===== config.mk =====
export PLATFORM = sky130hd
export DESIGN_NAME = key_matrix_row_debouncer_core
export DESIGN_NICKNAME = d
export VERILOG_FILES = /design/src/design/kmrd_pkg.sv /design/src/design/key_matrix_row_debouncer_core.sv /design/src/design/kmrd_row_store.sv /design/src/design/kmrd_row_update.sv
export SDC_FILE = /design/constraint.sdc
export NUM_CORES = 1
export LEC_CHECK = 0
export BUFFER_PORTS_ARGS = -buffer_cell sky130_fd_sc_hd__buf_4
export CORE_ASPECT_RATIO = 1.4
export CORE_MARGIN = 2
export CORE_UTILIZATION = 45
export CTS_BUF_LIST = sky130_fd_sc_hd__clkbuf_16
export CTS_CLUSTER_DIAMETER = 50
export DETAILED_ROUTE_END_ITERATION = 10
export PLACE_DENSITY = 0.66
export SETUP_SLACK_MARGIN = 0.05
export SLEW_MARGIN = 20
export SYNTH_ARGS = -nofsm -noshare
export SYNTH_HDL_FRONTEND = slang
export SYNTH_SLANG_ARGS = --single-unit

===== constraint.sdc =====
create_clock -name clock -period 10.2 [get_ports clock]
set_input_delay 1.53 -clock clock [delete_from_list [all_inputs] [get_ports clock]]
set_output_delay 1.53 -clock clock [all_outputs]
set_load 0.01 [all_outputs]

===== src/design/kmrd_pkg.sv =====
// ----------------------------------------------------------------------------
// kmrd_pkg
// Shared widths, defaults and reset values for the key matrix row debouncer.
// ----------------------------------------------------------------------------
package kmrd_pkg;

   localparam int ROWS_DEFAULT = 16;
   localparam int COLS_DEFAULT = 8;

   localparam int ROW_FIELD_W = 4;
   localparam int COL_FIELD_W = 8;
   localparam int CNT_W       = 8;
   localparam int ROW_EXT_W   = 7;

   localparam logic [CNT_W-1:0] LOCKOUT_RESET = 8'd3;

endpackage


===== src/design/key_matrix_row_debouncer_core.sv =====
// ----------------------------------------------------------------------------
// key_matrix_row_debouncer_core
// Debounces scanned key matrix rows with a per-key lockout after each change.
//
//   channel  direction  handshake          payload
//   req      in         req_valid/stall    req_row_index, req_raw_columns
//   rsp      out        rsp_valid/stall    rsp_out_row, rsp_debounced_bits,
//                                          rsp_toggled_bits
//   csr      in         csr_valid/ready    csr_data (lockout scans)
//
// One row per cycle sustained while rsp_stall is low; a taken row passes through
// the input stage (with the registered store read), then the result register.
// Reset clears control and the per-row valid bits at once; no clearing pass.
// A stalled result holds; one more row waits in the input stage, then
// req_stall rises. Rows at or above ROWS leave state alone and return zeros.
// ----------------------------------------------------------------------------
module key_matrix_row_debouncer_core #(
   parameter int ROWS = kmrd_pkg::ROWS_DEFAULT,
   parameter int COLS = kmrd_pkg::COLS_DEFAULT
) (
   input  logic                                clock,
   input  logic                                reset,
   input  logic                                req_valid,
   output logic                                req_stall,
   input  logic [kmrd_pkg::ROW_FIELD_W-1:0]    req_row_index,
   input  logic [kmrd_pkg::COL_FIELD_W-1:0]    req_raw_columns,
   output logic                                rsp_valid,
   input  logic                                rsp_stall,
   output logic [kmrd_pkg::ROW_FIELD_W-1:0]    rsp_out_row,
   output logic [kmrd_pkg::COL_FIELD_W-1:0]    rsp_debounced_bits,
   output logic [kmrd_pkg::COL_FIELD_W-1:0]    rsp_toggled_bits,
   input  logic                                csr_valid,
   output logic                                csr_ready,
   input  logic [kmrd_pkg::CNT_W-1:0]          csr_data
);

   localparam int ROW_W = (ROWS > 1) ? $clog2(ROWS) : 1;
   localparam int CW    = COLS * kmrd_pkg::CNT_W;
   localparam int RXW   = kmrd_pkg::ROW_EXT_W;

   logic [kmrd_pkg::CNT_W-1:0]       lockout_ff;

   logic                             a_valid_ff;
   logic                             a_in_range_ff;
   logic [kmrd_pkg::ROW_FIELD_W-1:0] a_row_ff;
   logic [COLS-1:0]                  a_raw_ff;

   logic                             rsp_valid_ff;
   logic [kmrd_pkg::ROW_FIELD_W-1:0] rsp_row_ff;
   logic [kmrd_pkg::COL_FIELD_W-1:0] rsp_bits_ff;
   logic [kmrd_pkg::COL_FIELD_W-1:0] rsp_tog_ff;

   logic                             accept;
   logic                             advance;
   logic                             req_in_range;
   logic [RXW-1:0]                   req_row_ext;
   logic [RXW-1:0]                   a_row_ext;
   logic [ROW_W-1:0]                 rd_addr;
   logic [ROW_W-1:0]                 wr_addr;
   logic                             wr_en;
   logic [COLS-1:0]                  old_bits;
   logic [CW-1:0]                    old_cnt;
   logic [COLS-1:0]                  new_bits;
   logic [COLS-1:0]                  change;
   logic [CW-1:0]                    new_cnt;

   assign csr_ready = 1'b1;

   always_ff @(posedge clock) begin
      if (reset) begin
         lockout_ff <= kmrd_pkg::LOCKOUT_RESET;
      end else if (csr_valid && csr_ready) begin
         lockout_ff <= csr_data;
      end
   end

   assign advance   = a_valid_ff && (!rsp_valid_ff || !rsp_stall);
   assign req_stall = a_valid_ff && !advance;
   assign accept    = req_valid && !req_stall;

   assign req_row_ext  = RXW'(req_row_index);
   assign a_row_ext    = RXW'(a_row_ff);
   assign req_in_range = (req_row_ext < RXW'(ROWS));
   assign rd_addr      = req_row_ext[ROW_W-1:0];
   assign wr_addr      = a_row_ext[ROW_W-1:0];
   assign wr_en        = advance && a_in_range_ff;

   always_ff @(posedge clock) begin
      if (reset) begin
         a_valid_ff <= 1'b0;
      end else if (accept) begin
         a_valid_ff <= 1'b1;
      end else if (advance) begin
         a_valid_ff <= 1'b0;
      end
   end

   always_ff @(posedge clock) begin
      if (accept) begin
         a_row_ff      <= req_row_index;
         a_raw_ff      <= req_raw_columns[COLS-1:0];
         a_in_range_ff <= req_in_range;
      end
   end

   kmrd_row_store #(
      .ROWS  (ROWS),
      .COLS  (COLS),
      .ROW_W (ROW_W)
   ) u_store (
      .clock   (clock),
      .reset   (reset),
      .rd_en   (accept && req_in_range),
      .rd_addr (rd_addr),
      .wr_en   (wr_en),
      .wr_addr (wr_addr),
      .wr_bits (new_bits),
      .wr_cnt  (new_cnt),
      .rd_bits (old_bits),
      .rd_cnt  (old_cnt)
   );

   kmrd_row_update #(
      .COLS (COLS)
   ) u_update (
      .raw_bits (a_raw_ff),
      .old_bits (old_bits),
      .old_cnt  (old_cnt),
      .lockout  (lockout_ff),
      .new_bits (new_bits),
      .change   (change),
      .new_cnt  (new_cnt)
   );

   always_ff @(posedge clock) begin
      if (reset) begin
         rsp_valid_ff <= 1'b0;
      end else if (advance) begin
         rsp_valid_ff <= 1'b1;
      end else if (!rsp_stall) begin
         rsp_valid_ff <= 1'b0;
      end
   end

   always_ff @(posedge clock) begin
      if (advance) begin
         rsp_row_ff <= a_row_ff;
         if (a_in_range_ff) begin
            rsp_bits_ff <= kmrd_pkg::COL_FIELD_W'(new_bits);
            rsp_tog_ff  <= kmrd_pkg::COL_FIELD_W'(change);
         end else begin
            rsp_bits_ff <= '0;
            rsp_tog_ff  <= '0;
         end
      end
   end

   assign rsp_valid          = rsp_valid_ff;
   assign rsp_out_row        = rsp_row_ff;
   assign rsp_debounced_bits = rsp_bits_ff;
   assign rsp_toggled_bits   = rsp_tog_ff;

`ifndef SYNTHESIS
   a_stall_cause: assert property (@(posedge clock) disable iff (reset)
      req_stall |-> (a_valid_ff && rsp_valid_ff && rsp_stall))
      else $error("input stalled without a held result");

   a_out_of_range_quiet: assert property (@(posedge clock) disable iff (reset)
      (advance && !a_in_range_ff) |=> (rsp_debounced_bits == '0 && rsp_toggled_bits == '0))
      else $error("out-of-range row returned nonzero bits");

   a_advance_fills: assert property (@(posedge clock) disable iff (reset)
      advance |=> (rsp_valid && rsp_out_row == $past(a_row_ff)))
      else $error("advanced row missing from result register");
`endif

endmodule


===== src/design/kmrd_row_store.sv =====
// ----------------------------------------------------------------------------
// kmrd_row_store
// Per-row storage of debounced bits and lockout counters. One registered
// read and one write per cycle, per-row valid bits for the zero reset value,
// and a bypass for a read that meets a write to the same row.
// ----------------------------------------------------------------------------
module kmrd_row_store #(
   parameter int ROWS  = kmrd_pkg::ROWS_DEFAULT,
   parameter int COLS  = kmrd_pkg::COLS_DEFAULT,
   parameter int ROW_W = 4
) (
   input  logic                         clock,
   input  logic                         reset,
   input  logic                         rd_en,
   input  logic [ROW_W-1:0]             rd_addr,
   input  logic                         wr_en,
   input  logic [ROW_W-1:0]             wr_addr,
   input  logic [COLS-1:0]              wr_bits,
   input  logic [COLS*kmrd_pkg::CNT_W-1:0] wr_cnt,
   output logic [COLS-1:0]              rd_bits,
   output logic [COLS*kmrd_pkg::CNT_W-1:0] rd_cnt
);

   localparam int CW      = COLS * kmrd_pkg::CNT_W;
   localparam int ENTRY_W = COLS + CW;

   logic [ENTRY_W-1:0] mem [ROWS];
   logic [ENTRY_W-1:0] rd_ff;
   logic [ENTRY_W-1:0] byp_data_ff;
   logic [ENTRY_W-1:0] wr_entry;
   logic [ENTRY_W-1:0] rd_entry;
   logic [ROWS-1:0]    vld_ff;
   logic               rd_vld_ff;
   logic               byp_ff;
   logic               byp_in;

   assign wr_entry = {wr_bits, wr_cnt};
   assign byp_in   = wr_en && (wr_addr == rd_addr);

   always_ff @(posedge clock) begin
      if (wr_en) begin
         mem[wr_addr] <= wr_entry;
      end
      if (rd_en) begin
         rd_ff       <= mem[rd_addr];
         byp_data_ff <= wr_entry;
      end
   end

   always_ff @(posedge clock) begin
      if (reset) begin
         vld_ff    <= '0;
         rd_vld_ff <= 1'b0;
         byp_ff    <= 1'b0;
      end else begin
         if (wr_en) begin
            vld_ff[wr_addr] <= 1'b1;
         end
         if (rd_en) begin
            rd_vld_ff <= vld_ff[rd_addr];
            byp_ff    <= byp_in;
         end
      end
   end

   always_comb begin
      if (byp_ff) begin
         rd_entry = byp_data_ff;
      end else if (rd_vld_ff) begin
         rd_entry = rd_ff;
      end else begin
         rd_entry = '0;
      end
   end

   assign rd_bits = rd_entry[ENTRY_W-1:CW];
   assign rd_cnt  = rd_entry[CW-1:0];

`ifndef SYNTHESIS
   a_bypass_data: assert property (@(posedge clock) disable iff (reset)
      (rd_en && byp_in) |=> (rd_entry == $past(wr_entry)))
      else $error("same-row read did not see the concurrent write");

   a_unwritten_zero: assert property (@(posedge clock) disable iff (reset)
      (rd_en && !byp_in && !vld_ff[rd_addr]) |=> (rd_entry == '0))
      else $error("unwritten row did not read as zero");

   a_valid_set: assert property (@(posedge clock) disable iff (reset)
      wr_en |=> vld_ff[$past(wr_addr)])
      else $error("row valid bit not set after write");
`endif

endmodule


===== src/design/kmrd_row_update.sv =====
// ----------------------------------------------------------------------------
// kmrd_row_update
// Per-key debounce step for one row: open keys take the raw value, locked
// keys hold and count down, changed keys reload their lockout counter.
// ----------------------------------------------------------------------------
module kmrd_row_update #(
   parameter int COLS = kmrd_pkg::COLS_DEFAULT
) (
   input  logic [COLS-1:0]                  raw_bits,
   input  logic [COLS-1:0]                  old_bits,
   input  logic [COLS*kmrd_pkg::CNT_W-1:0]  old_cnt,
   input  logic [kmrd_pkg::CNT_W-1:0]       lockout,
   output logic [COLS-1:0]                  new_bits,
   output logic [COLS-1:0]                  change,
   output logic [COLS*kmrd_pkg::CNT_W-1:0]  new_cnt
);

   localparam int CNT_W = kmrd_pkg::CNT_W;

   always_comb begin
      logic [CNT_W-1:0] cnt;
      logic             open;
      for (int c = 0; c < COLS; c++) begin
         cnt         = old_cnt[c*CNT_W +: CNT_W];
         open        = (cnt == '0);
         new_bits[c] = open ? raw_bits[c] : old_bits[c];
         change[c]   = new_bits[c] ^ old_bits[c];
         if (change[c]) begin
            new_cnt[c*CNT_W +: CNT_W] = lockout;
         end else if (open) begin
            new_cnt[c*CNT_W +: CNT_W] = '0;
         end else begin
            new_cnt[c*CNT_W +: CNT_W] = cnt - 1'b1;
         end
      end
   end

endmodule

==> out/metrics.yaml <==
grt:
  grt_antenna_before_repair: 2
  grt_max_degree: 109
  grt_pass1_wl_mm: 178
  grt_pass1_vias: 26100
  grt_usage: 0.204
  grt.overflow.total: 0
setup_path:
  cp-start-kind: "input pin"
  crit_chain: "buf_8 > buf_4 > buf_4 > mux4_2 > mux4_2"
  path_class: "in -> reg"
  endpoint_kind: "flip-flop"
  critPathSlowestCell: "buf_4"
  slowest_delay_ns: 0.77
  crit_path_max_fanout: 48
  cp.arrival_ns: 4.63
  cp.required_ns: 10.64
floorplan:
  ios: 48
  dieArea_mm2: 0.120
  num_rows: 148
  die_w_um: 294
  coreArea_mm2: 0.116
  die_h_um: 410
  start_util: 0.454
placement:
  io_buffer_count: 46
  routabilityCongestion: 0.769
  placedCellCount: 3860
  hpwl_mm: 62.5
pwr:
  ir_worst_vdd_uv: 141
  p_int_uw: 8950
  switching_share: 0.211
  p_leak_uw: 0.0187
  p_total_uw: 11300
  powerDensity_mw_per_mm2: 191
  p_sw_uw: 2390
  power_frac_clock: 0.392
  power_frac_comb: 0.049
  sequentialPowerShare: 0.559
sta:
  final-hold-violation-count: 0
  relSlewSlack: 0.252
  skew_ns: 0.0316
  setup_viol: 0
  max_slew.worst_pin.slew_ns: 1.12
  drv_slew: 0
  fin_tns_setup_ns: 0
  fmax_ghz: 0.239
  rsz0062_at_grt: "false"
  period_share: 0.410
  period_needed_ns: 4.18
finish:
  num-nets-final: 2513
  n_antenna_cell: 0
  fillCellCount: 8924
  drive_above_1_share: 0.290
  fin_cells: 4078
  syn_to_final_growth_pct: 12.0
  fin_util: 0.508
clock_tree:
  clock_latency_ns: 0.72
  clkTransAtPathRegs_ns: 0.06
  cts_buffers: 117
  ctsRootBufferMaster: "clkbuf_16"
  post_cts_resized: 0
  cts_tree: "done"
  clk_path_buf_depth: 3
  htree_levels: 3
  clkSinkCount: 1356
  postCtsSetupRepairBufs: 0
  postCtsHoldBufs: 0
job:
  drv_cap: 0
detailed_routing:
  ant_nets: 0
  via_per_inst: 6.15
  first_pass_iters: 6
  drt_iter0_markers: 2761
  wl_per_cell_um: 29.8
  vias: 25100
  routed_wl_mm: 121
  drcViolationCount: 0
logic_synthesis:
  syn_nets: 2410
  synth_area_leaders: "edfxtp_1 75%, mux4_2 16%, dfxtp_1 1.1%, a22oi_1 0.72%, buf_2 0.51%"
  synth_seq_cells: 1356
  yosys.cell_types.count: 66
  synth_area_mm2: 0.0529
  ys_dominant_reg_cell: "edfxtp_1"
  async_flop_share: 0
  synth_area_leader_cell: "edfxtp_1"
  synth_seq_area_share: 0.765
  ys_warn_count: 0
  avgSynthCellArea_um2: 22.2
  synthCells: 2377
  synth_edf_count: 1328
  synth_top_area_frac: 0.754
status:
  status: "finished clean"
hold_path:
  min_path_type: "reg -> reg"
-- path summary, 6_finish.rpt --
kind | startpoint | to | slack, ns | cells after the start
max | req_row_index[0] | u_store.rd_ff[46] | 6.02 | 5
min | u_store.vld_ff[15] | u_store.vld_ff[15] | 0.49 | 2
max reg2reg | u_store.rd_vld_ff | u_store.mem[12][42] | 6.14 | 10
min reg2reg | u_store.vld_ff[15] | u_store.vld_ff[15] | 0.49 | 2
-- synth_stat cells, types with 6 or more instances --
cell type  instances
edfxtp_1        1328
mux4_2           364
nor2_1            62
buf_2             54
clkbuf_1          52
a22oi_1           51
o21ai_0           51
o21ai_1           36
dfxtp_1           28
o2bb2ai_1         27
nand2_1           26
nand3_1           21
xnor2_1           19
a21oi_1           18
mux2i_1           17
xor2_1            17
nor2b_1           16
a22o_1            14
nor3_1            14
inv_1             13
buf_4             11
a221o_1           10
buf_1             10
and2_1             9
a22oi_2            8
ha_1               8
buf_6              7
a21o_1             6
-- cell type report --
| class | instances | area, µm² | share of cell area |
|---|---|---|---|
| sequential | 1356 | 40400 | 0.683 |
| multi-input combinational | 874 | 12000 | 0.203 |
| clock buffer | 119 | 2980 | 0.0503 |
| tap | 1500 | 1880 | 0.0317 |
| timing repair buffer | 118 | 973 | 0.0164 |
| clock inverter | 98 | 872 | 0.0147 |
| inverter | 13 | 53.8 | 0.000908 |
-- stage by stage --
stage | setup WS [ns] | hold WS (ns) | area [µm²]
final | 6.02 | 0.486 | 59200
after global placement | 5.22 | 0.444 | 55100
after CTS | 5.95 | 0.482 | 59000
after detailed placement | 5.18 | 0.463 | 55200
after global routing | 5.76 | 0.502 | 59200
after floorplan | 0.878 | 0.424 | 52900
-- cell families (layout without fill, tap and decap cells) --
logic type / Yosys count / in the layout / share of synthesized area
muxes: 385 / 385 / 0.159
AOI/OAI and AO/OA: 255 / 255 / 0.0343
buffers and inverters: 147 / 348 / 0.0135
adders and majority gates: 8 / 8 / 0.00189
other: 1 / 1 / 0.0000709
DFF: 1356 / 1356 / 0.765
xor gates and xnor gates: 39 / 39 / 0.00689
and+or+nand+nor: 186 / 186 / 0.0194
-- registers in the layout, indices dropped and copies added, names as in the netlist --
register and flops:
a_valid_ff 1, u_store.mem 1152, a_row_ff 4, lockout_ff 8, rsp_toggled_bits 8, rsp_debounced_bits 8, rsp_out_row 4, u_store.rd_vld_ff 1
a_raw_ff 8, u_store.byp_data_ff 72, u_store.byp_ff 1, rsp_valid 1, u_store.rd_ff 72, u_store.vld_ff 16
-- worst max-delay path: cells and delay by family --
kind	cells	cell delay, ns
multiplexers	2	1.10
buffers and inverters	3	1.85
-- cells in the final DEF (no fill, tap or decap), types with 10 or more instances in the layout --
cell and instances:
edfxtp_1 1328, mux4_2 364, a21oi_1 17, buf_4 110, clkinv_2 26, dfxtp_1 27, xnor2_1 19, o21ai_0 51
nor2_1 51, nor2b_1 15, nor3_1 10, a22o_1 14, nand2_1 26, clkinvlp_4 10, xor2_1 17, o2bb2ai_2 23
clkinv_1 22, nor2_4 11, inv_1 26, clkbuf_16 119, o21ai_1 31, bufinv_16 13, a221o_1 10, a22oi_1 51
mux2i_1 14, nand3_1 21
-- routing by layer --
layer | up-vias | track usage | wire (µm)
met2 | 998 | 0.350 | 62700
li1 | 10300 | - | -
met5 | - | 0 | 0
met4 | 0 | 0.0630 | 3230
met1 | 13600 | 0.267 | 47600
met3 | 183 | 0.0337 | 7900
-- power groups by stage --
| stage | logic (µW) | registers, µW | clock network, µW |
|---|---|---|---|
| 2_1_floorplan | 372 | 6430 | 0 |
| 3_3_place_gp | 532 | 6450 | 0 |
| 3_5_place_dp | 553 | 6460 | 0 |
| 4_1_cts | 554 | 6340 | 4530 |
| 5_1_grt | 596 | 6340 | 4730 |
| 6_report | 555 | 6340 | 4450 |
No activity file was read; power rests on OpenSTA's default activity.
